===== src/rtl/pfp_pkg.sv =====
// ----------------------------------------------------------------------------
// pfp_pkg
// Constants, types and helpers for the pose frame parser.
// ----------------------------------------------------------------------------
package pfp_pkg;

   localparam logic [7:0] HDR_FIRST  = 8'h0D;
   localparam logic [7:0] HDR_SECOND = 8'h0A;
   localparam logic [7:0] FTR_FIRST  = 8'h0A;
   localparam logic [7:0] FTR_SECOND = 8'h0D;

   localparam logic [4:0] PH_HUNT     = 5'd0;
   localparam logic [4:0] PH_HDR2     = 5'd1;
   localparam logic [4:0] PH_PAY_FIRST = 5'd2;
   localparam logic [4:0] PH_PAY_LAST = 5'd25;
   localparam logic [4:0] PH_FTR1     = 5'd26;
   localparam logic [4:0] PH_FTR2     = 5'd27;

   localparam logic [2:0] WORD_YAW = 3'd0;
   localparam logic [2:0] WORD_X   = 3'd3;
   localparam logic [2:0] WORD_Y   = 3'd4;

   localparam logic CSR_OFFSET_X = 1'b0;
   localparam logic CSR_OFFSET_Y = 1'b1;

   typedef struct packed {
      logic        done;
      logic [31:0] yaw;
      logic [31:0] x;
      logic [31:0] y;
   } frame_type;

   // leading zeros of a 27-bit significand, 27 when zero
   function automatic logic [4:0] lzc27(input logic [26:0] v);
      logic [4:0] cnt;
      cnt = 5'd27;
      for (int i = 0; i < 27; i++) begin
         if (v[i]) cnt = 5'(26 - i);
      end
      return cnt;
   endfunction

endpackage


===== src/rtl/pose_frame_parser.sv =====
// ----------------------------------------------------------------------------
// pose_frame_parser
// Deframes encoder bytes and emits yaw and offset-corrected x, y per frame.
// ----------------------------------------------------------------------------
// channel | dir | handshake            | payload
// req     | in  | req_valid/req_ready  | req_rx_byte
// rsp     | out | rsp_valid/rsp_ready  | rsp_yaw_bits, rsp_pos_x_bits, rsp_pos_y_bits
// csr     | in  | csr_valid/csr_ready  | csr_index, csr_data
//
// One byte is taken every cycle while the pipeline advances. A good footer byte gives
// a result after the three stages of the float subtractors.
// The pipeline advances while the result register is empty or being taken;
// a held result stalls the byte input. csr writes are always taken.
// Reset clears the frame phase, the stage valids and both offsets.
module pose_frame_parser (
   input  logic        clock,
   input  logic        reset,
   input  logic        req_valid,
   output logic        req_ready,
   input  logic [7:0]  req_rx_byte,
   output logic        rsp_valid,
   input  logic        rsp_ready,
   output logic [31:0] rsp_yaw_bits,
   output logic [31:0] rsp_pos_x_bits,
   output logic [31:0] rsp_pos_y_bits,
   input  logic        csr_valid,
   output logic        csr_ready,
   input  logic        csr_index,
   input  logic [31:0] csr_data
);
   import pfp_pkg::*;

   logic        advance;
   frame_type   frame;
   logic [31:0] offset_x_ff, offset_y_ff;
   logic [2:0]  valid_ff, valid_in;
   logic [31:0] yaw1_ff, yaw2_ff, yaw3_ff;

   assign advance   = !valid_ff[2] || rsp_ready;
   assign req_ready = advance;
   assign csr_ready = 1'b1;

   pfp_deframer u_deframer (
      .clock   (clock),
      .reset   (reset),
      .accept  (req_valid && advance),
      .rx_byte (req_rx_byte),
      .frame   (frame)
   );

   pfp_fsub u_sub_x (
      .clock   (clock),
      .advance (advance),
      .a       (frame.x),
      .b       (offset_x_ff),
      .diff    (rsp_pos_x_bits)
   );

   pfp_fsub u_sub_y (
      .clock   (clock),
      .advance (advance),
      .a       (frame.y),
      .b       (offset_y_ff),
      .diff    (rsp_pos_y_bits)
   );

   assign valid_in = advance ? {valid_ff[1:0], frame.done} : valid_ff;

   always_ff @(posedge clock) begin
      if (reset) begin
         valid_ff    <= 3'd0;
         offset_x_ff <= 32'd0;
         offset_y_ff <= 32'd0;
      end else begin
         valid_ff <= valid_in;
         if (csr_valid && (csr_index == CSR_OFFSET_X)) offset_x_ff <= csr_data;
         if (csr_valid && (csr_index == CSR_OFFSET_Y)) offset_y_ff <= csr_data;
      end
   end

   // carry yaw alongside the subtractor stages
   always_ff @(posedge clock) begin
      if (advance) begin
         yaw1_ff <= frame.yaw;
         yaw2_ff <= yaw1_ff;
         yaw3_ff <= yaw2_ff;
      end
   end

   assign rsp_valid    = valid_ff[2];
   assign rsp_yaw_bits = yaw3_ff;

endmodule


===== src/rtl/pfp_deframer.sv =====
// ----------------------------------------------------------------------------
// pfp_deframer
// Header hunt, payload collection and footer check, one byte per cycle while accept is high.
// ----------------------------------------------------------------------------
module pfp_deframer (
   input  logic             clock,
   input  logic             reset,
   input  logic             accept,
   input  logic [7:0]       rx_byte,
   output pfp_pkg::frame_type frame
);
   import pfp_pkg::*;

   logic [4:0]  phase_ff, phase_in;
   logic [31:0] yaw_ff, yaw_in, x_ff, x_in, y_ff, y_in;
   logic [4:0]  k;
   logic        in_payload;

   assign k = phase_ff - PH_PAY_FIRST;
   assign in_payload = (phase_ff >= PH_PAY_FIRST) && (phase_ff <= PH_PAY_LAST);

   function automatic logic [31:0] put_byte(input logic [31:0] w, input logic [1:0] lane,
                                            input logic [7:0] b);
      logic [31:0] r;
      r = w;
      unique case (lane)
         2'd0: r[7:0]   = b;
         2'd1: r[15:8]  = b;
         2'd2: r[23:16] = b;
         2'd3: r[31:24] = b;
      endcase
      return r;
   endfunction

   always_comb begin
      phase_in = phase_ff;
      yaw_in   = yaw_ff;
      x_in     = x_ff;
      y_in     = y_ff;
      if (accept) begin
         if (phase_ff == PH_HDR2) begin
            if (rx_byte == HDR_SECOND)     phase_in = PH_PAY_FIRST;
            else if (rx_byte == HDR_FIRST) phase_in = PH_HDR2;
            else                           phase_in = PH_HUNT;
         end else if (in_payload) begin
            if (k[4:2] == WORD_YAW) yaw_in = put_byte(yaw_ff, k[1:0], rx_byte);
            if (k[4:2] == WORD_X)   x_in   = put_byte(x_ff, k[1:0], rx_byte);
            if (k[4:2] == WORD_Y)   y_in   = put_byte(y_ff, k[1:0], rx_byte);
            phase_in = phase_ff + 5'd1;
         end else if (phase_ff == PH_FTR1) begin
            phase_in = (rx_byte == FTR_FIRST) ? PH_FTR2 : PH_HUNT;
         end else if (phase_ff == PH_FTR2) begin
            phase_in = PH_HUNT;
         end else begin
            phase_in = (rx_byte == HDR_FIRST) ? PH_HDR2 : PH_HUNT;
         end
      end
   end

   assign frame.done = accept && (phase_ff == PH_FTR2) && (rx_byte == FTR_SECOND);
   assign frame.yaw  = yaw_ff;
   assign frame.x    = x_ff;
   assign frame.y    = y_ff;

   always_ff @(posedge clock) begin
      if (reset) begin
         phase_ff <= PH_HUNT;
      end else begin
         phase_ff <= phase_in;
      end
   end

   always_ff @(posedge clock) begin
      yaw_ff <= yaw_in;
      x_ff   <= x_in;
      y_ff   <= y_in;
   end

endmodule


===== src/rtl/pfp_fsub.sv =====
// ----------------------------------------------------------------------------
// pfp_fsub
// Single-precision subtract a - b, round to nearest even, three stages.
// ----------------------------------------------------------------------------
module pfp_fsub (
   input  logic        clock,
   input  logic        advance,
   input  logic [31:0] a,
   input  logic [31:0] b,
   output logic [31:0] diff
);
   import pfp_pkg::*;

   // stage 1: specials, swap, align
   logic        sa, sbn, a_nan, b_nan, a_inf, b_inf, swap, xs, ys;
   logic [7:0]  ea, eb, xe_raw, ye_raw, ex, ey, d;
   logic [31:0] xb, yb, spec_val;
   logic [4:0]  dd;
   logic [26:0] y27, yal;

   logic        s1_special_ff, s1_sign_ff, s1_sub_ff, s1_zsign_ff;
   logic [31:0] s1_spec_ff;
   logic [7:0]  s1_exp_ff;
   logic [26:0] s1_mx_ff, s1_my_ff;

   assign sa  = a[31];
   assign sbn = ~b[31];
   assign ea  = a[30:23];
   assign eb  = b[30:23];
   assign a_nan = (ea == 8'hFF) && (a[22:0] != 23'd0);
   assign b_nan = (eb == 8'hFF) && (b[22:0] != 23'd0);
   assign a_inf = (ea == 8'hFF) && (a[22:0] == 23'd0);
   assign b_inf = (eb == 8'hFF) && (b[22:0] == 23'd0);

   always_comb begin
      priority if (a_nan)                          spec_val = a | 32'h0040_0000;
      else if (b_nan)                              spec_val = b | 32'h0040_0000;
      else if (a_inf && b_inf && (sa != sbn))      spec_val = 32'hFFC0_0000;
      else if (a_inf)                              spec_val = a;
      else                                         spec_val = {sbn, b[30:0]};
   end

   assign swap   = b[30:0] > a[30:0];
   assign xb     = swap ? b : a;
   assign yb     = swap ? a : b;
   assign xs     = swap ? sbn : sa;
   assign ys     = swap ? sa : sbn;
   assign xe_raw = xb[30:23];
   assign ye_raw = yb[30:23];
   assign ex     = (xe_raw == 8'd0) ? 8'd1 : xe_raw;
   assign ey     = (ye_raw == 8'd0) ? 8'd1 : ye_raw;
   assign d      = ex - ey;
   assign dd     = (d > 8'd27) ? 5'd27 : d[4:0];
   assign y27    = {(ye_raw != 8'd0), yb[22:0], 3'b000};
   assign yal    = (y27 >> dd) | {26'd0, |(y27 & ~(27'h7FF_FFFF << dd))};

   always_ff @(posedge clock) begin
      if (advance) begin
         s1_special_ff <= (ea == 8'hFF) || (eb == 8'hFF);
         s1_spec_ff    <= spec_val;
         s1_sign_ff    <= xs;
         s1_sub_ff     <= xs != ys;
         s1_zsign_ff   <= sa & sbn;
         s1_exp_ff     <= ex;
         s1_mx_ff      <= {(xe_raw != 8'd0), xb[22:0], 3'b000};
         s1_my_ff      <= yal;
      end
   end

   // stage 2: add or subtract, count leading zeros
   logic [27:0] sum;
   logic        s2_special_ff, s2_sign_ff, s2_zsign_ff;
   logic [31:0] s2_spec_ff;
   logic [7:0]  s2_exp_ff;
   logic [27:0] s2_sum_ff;
   logic [4:0]  s2_lz_ff;

   assign sum = s1_sub_ff ? ({1'b0, s1_mx_ff} - {1'b0, s1_my_ff})
                          : ({1'b0, s1_mx_ff} + {1'b0, s1_my_ff});

   always_ff @(posedge clock) begin
      if (advance) begin
         s2_special_ff <= s1_special_ff;
         s2_spec_ff    <= s1_spec_ff;
         s2_sign_ff    <= s1_sign_ff;
         s2_zsign_ff   <= s1_zsign_ff;
         s2_exp_ff     <= s1_exp_ff;
         s2_sum_ff     <= sum;
         s2_lz_ff      <= lzc27(sum[26:0]);
      end
   end

   // stage 3: normalise, round, pack
   logic [7:0]  lim, sh;
   logic [26:0] m27;
   logic [8:0]  e9, expf;
   logic [31:0] packed_w, rounded;
   logic        rup;
   logic [31:0] result;

   assign lim = s2_exp_ff - 8'd1;
   assign sh  = ({3'd0, s2_lz_ff} < lim) ? {3'd0, s2_lz_ff} : lim;

   always_comb begin
      if (s2_sum_ff[27]) begin
         m27 = {s2_sum_ff[27:2], s2_sum_ff[1] | s2_sum_ff[0]};
         e9  = {1'b0, s2_exp_ff} + 9'd1;
      end else begin
         m27 = s2_sum_ff[26:0] << sh;
         e9  = {1'b0, s2_exp_ff} - {1'b0, sh};
      end
      expf     = m27[26] ? e9 : 9'd0;
      packed_w = {expf, m27[25:3]};
      rup      = m27[2] & ((|m27[1:0]) | m27[3]);
      rounded  = packed_w + {31'd0, rup};
      if (s2_special_ff)              result = s2_spec_ff;
      else if (s2_sum_ff == 28'd0)    result = {s2_zsign_ff, 31'd0};
      else if (rounded[31:23] >= 9'd255) result = {s2_sign_ff, 8'hFF, 23'd0};
      else                            result = {s2_sign_ff, rounded[30:0]};
   end

   logic [31:0] s3_ff;
   always_ff @(posedge clock) begin
      if (advance) s3_ff <= result;
   end
   assign diff = s3_ff;

endmodule


===== config.mk =====
export PLATFORM = sky130hd
export DESIGN_NAME = pose_frame_parser
export DESIGN_NICKNAME = d
export VERILOG_FILES = /design/src/rtl/pfp_pkg.sv /design/src/rtl/pose_frame_parser.sv /design/src/rtl/pfp_deframer.sv /design/src/rtl/pfp_fsub.sv
export SDC_FILE = /design/constraint.sdc
export NUM_CORES = 2
export LEC_CHECK = 0
export BUFFER_PORTS_ARGS = -buffer_cell sky130_fd_sc_hd__buf_2
export CORE_ASPECT_RATIO = 0.5
export CORE_MARGIN = 2
export CORE_UTILIZATION = 50
export DETAILED_ROUTE_END_ITERATION = 8
export PLACE_DENSITY_LB_ADDON = 0.05
export SLEW_MARGIN = 20
export SYNTH_ARGS = -nofsm -noshare
export SYNTH_HDL_FRONTEND = slang
export SYNTH_SLANG_ARGS = --single-unit

===== constraint.sdc =====
create_clock -name clock -period 19.6 [get_ports clock]
set_clock_uncertainty 0.05 [all_clocks]
set_input_delay 0.98 -clock clock [delete_from_list [all_inputs] [get_ports clock]]
set_output_delay 0.98 -clock clock [all_outputs]
set_load 0.01 [all_outputs]

==> implementation parameters <==
Parameter                              Value

Global route
  Met2 Usage GRT ... 46.68%
  Grt met1 use ... 45.28%
  Number of antenna violations at the first check in global routing ... 17
  GR Overflow Total ... 0
  First-pass GRT wire length ... 206700 um
  Largest net degree at the start of global routing ... 164
  Vias in the first global route ... 33090
  GRT Max-Usage Layer ... met2
  Met3 track demand over resource in global routing ... 4.418%
  GRT Util Overall ... 30.66%

Power and ir drop
  Maximum VDD drop ... 0.00006968 V
  Pwr per Cell Area ... 76.55 nW/um2
  Total power draw ... 3.553 mW
  Leakage power summed over all cells ... 17.98 nW

CTS
  Total of cells resized after clock tree synthesis ... 0
  H-tree depth reported by CTS ... 2
  Post-CTS setup-driven buffer insertion count ... 0
  Number of buffers inserted for hold repair after clock tree synthesis ... 0
  Clock slew at reported path FFs ... 0.07 ns
  CTS Root Buffer Type ... clkbuf_16
  Max clock buf depth ... 3
  Num Clock Sinks ... 670
  Clock tree from TritonCTS ... yes
  Clock latency reported for the late side of the worst-skew pair ... 0.67 ns
  Clock buffer count from CTS ... 59

Setup path
  Endpoint type of the worst setup path ... register
  Cell with the most instances on the worst path ... ha_1
  Worst path max stage delay ... 0.91 ns
  Maximum fanout count along the critical path ... 41
  Launch instance of the worst register-to-register path ... u_sub_y.s2_exp_ff[0]
  Start-to-end type of the worst setup path ... register to register
  Worst setup SP type ... register
  Critical path data required time ... 20.02 ns
  Path depth of the worst reg2reg path ... 28
  Register-to-register setup slack ... 10.64 ns
  R2R Path End ... u_sub_y.diff[4]
  CP Data Arrival Time ... 9.37 ns
  Critical path's slowest cell ... a211oi_4

Timing
  Worst-case hold slack ... 0.3445 ns
  Count of pins over their slew limit ... 0
  Period utilisation layout ... 45.69%
  Final hold violation count ... 0
  Pin slew with the least headroom to its limit ... 1.123 ns
  Max Freq ... 111.7 MHz
  RSZ-0062 raised after global routing ... false
  Accumulated negative setup slack ... 0 ns
  Period minus WS final ... 8.956 ns
  Number of setup violations in the final report ... 0
  Worst slew margin relative to its limit ... 24.83%

Cells and area
  Total area of multi-input combinational cells ... 21470 um2
  Commonest non-fill, non-tap cell in the layout ... nand2_1
  Leading cell types in the layout, fill and taps excluded ... 606 x nand2_1, 598 x edfxtp_1, 330 x a21oi_1
  Area Growth Syn to Fin ... 8.664%
  Layout cell share with drive strength beyond 1 ... 9.409%
  Number of nets at the end of the flow ... 4700
  Area of all sequential standard cells ... 19400 um2
  Filler Cell Count ... 7564

Hold path
  Destination of the worst hold path ... u_sub_y.s2_exp_ff[6]
  Hold depth ... 0
  Class of the tightest hold or removal check ... register to register
  Origin of the worst min-delay path ... u_sub_y.s1_exp_ff[6]

Synth
  Synthesis warning total ... 0
  Number of enable flip-flop cells after synthesis ... 598
  Flops & latches, synth ... 670
  Sequential-to-total area share from yosys stat ... 45.41%
  Syn avg cell area ... 9.682 um2
  Ys flop type ... edfxtp_1
  Simple-gate share of the synthesized area ... 15.57%
  Adder-cell share of the synthesized area ... 6.549%
  Combinational family with the most area after synthesis ... compound AO/OA/AOI/OAI gates
  Share of synthesized area spent on multiplexers ... 5.076%
  Synth Area in Compound Gates ... 19.86%
  Share of the synthesized netlist area taken by xor and xnor gates ... 2.973%
  Synth cell types ... 107
  Post-synth design cell area ... 42720 um2
  Dominant cell type by area after synthesis ... edfxtp_1
  Synthesized instance count ... 4412
  Nets in the synthesized netlist ... 4678
  Yosys top cell area share ... 42.04%
  Top area cells in the synthesized netlist ... edfxtp_1 42%, ha_1 6.3%, nand2_1 5.3%
  Share of flip-flops with an asynchronous set or reset ... 0%

Drt
  Detail-routed net length per standard cell ... 24.70 um
  Total number of vias ... 35690
  Detailed-route vias per instance ... 6.362
  DRC violation count after routing ... 0
  Post-route antenna net violation count ... 0
  Number of design-rule violations left by the first detailed-router iteration ... 4362
  Router iterations before antenna repair ... 7
  Total detailed-routing wirelength ... 138500 um

Floorplan
  Floorplan die area ... 87930 um2
  Core region area ... 84170 um2
  Std cell rows ... 75
  I/O pin total ... 145
  Die Width ... 417.4 um
  Height of the chip ... 210.7 um
  Effective utilization at floorplan ... 50.75%

Status
  Run status ... finished clean

Placed design
  Number of buffer cells added on primary ports ... 143
  Final RePlAce weighted congestion ... 0.9767
  Half-perimeter wire length after detailed placement ... 101800 um

Run
  Max-Cap Viols ... 0
## synthesized netlist by cell type (all sizes together), types with 12 or more instances
library cell and instances:
and2 26, o31a 13, nand2 608, a32oi 28, o31ai 32, a22oi 56
nand2b 82, mux2 38, ha 214, a311oi 46, a31oi 39, nor4 88
a21oi 335, a21o 61, o211ai 25, nor2 247, or3 19, xnor2 90
a22o 63, o21a 32, o221ai 15, o21bai 29, a211o 12, clkbuf 188
edfxtp 598, nand3 80, or4 12, or2 18, o22ai 28, dfxtp 72
nand4 49, mux2i 151, nor3 99, buf 55, xor2 55, a221oi 24
o21ai 284, a211oi 70, inv 244, nor2b 31
## report_power, final
group	total, mW	internal, mW	switching, mW
logic	0.631	0.221	0.410
clock network	1.22	0.674	0.548
registers	1.70	1.62	0.0756
total	3.55	2.52	1.03
## worst max-delay path: cells and delay by family (launching register included)
kind	cells	cell delay, ns
buffers and inverters	5	1.53
AO/OA/AOI/OAI	11	2.94
AND/OR/NAND/NOR	5	1.57
XOR/XNOR	3	0.94
adder cells (fa/ha/maj)	4	1.33
flip-flops	1	0.36
## stage by stage
step,setup slack (ns),cell area [um2],utilization (%),instances
after global routing,10.04,46410,55.14,5607
after detailed placement,10.85,44370,52.71,5488
after CTS,10.76,46380,55.10,5600
after floorplan,3.420,42720,-,4412
final,10.64,46420,55.15,5609
after global placement,10.81,44360,52.70,5488
## how the worst max path moves through the flow
| stage | end | start |
|---|---|---|
| after floorplan | u_deframer.yaw_ff[24] | rsp_ready |
| after global placement | u_sub_y.s1_my_ff[0] | u_deframer.y_ff[16] |
| after detailed placement | u_sub_y.diff[0] | u_sub_y.s2_exp_ff[0] |
| after CTS | u_sub_y.diff[4] | u_sub_y.s2_exp_ff[0] |
| after global routing | u_sub_y.s1_my_ff[0] | u_deframer.y_ff[16] |
| final | u_sub_y.diff[4] | u_sub_y.s2_exp_ff[0] |
## cell families (layout without fill, tap and decap cells)
logic type / after synthesis / after routing
AND/OR/NAND/NOR: 1409 / 1409
AO/OA/AOI/OAI: 1280 / 1280
flip-flops: 670 / 670
buffers and inverters: 488 / 561
adder cells (fa/ha/maj): 220 / 220
multiplexers: 199 / 199
XOR/XNOR: 145 / 145
other: 1 / 9
## metal layers
layer	vias up	share of wire, %
li1	16530	-
met1	17410	46
met2	1479	44
met3	259	7.4
met4	0	3.4
met5	-	0
## layout make-up
cell class	instances	share of cell area, %
Antenna cell	8	0.04313
Clock buffer	70	3.313
Clock inverter	42	1.030
Inverter	245	1.981
Multi-Input combinational cell	3254	46.26
Sequential cell	670	41.79
Tap cell	1116	3.008
Timing Repair Buffer	204	2.571
(Power assumes the default switching activity.)
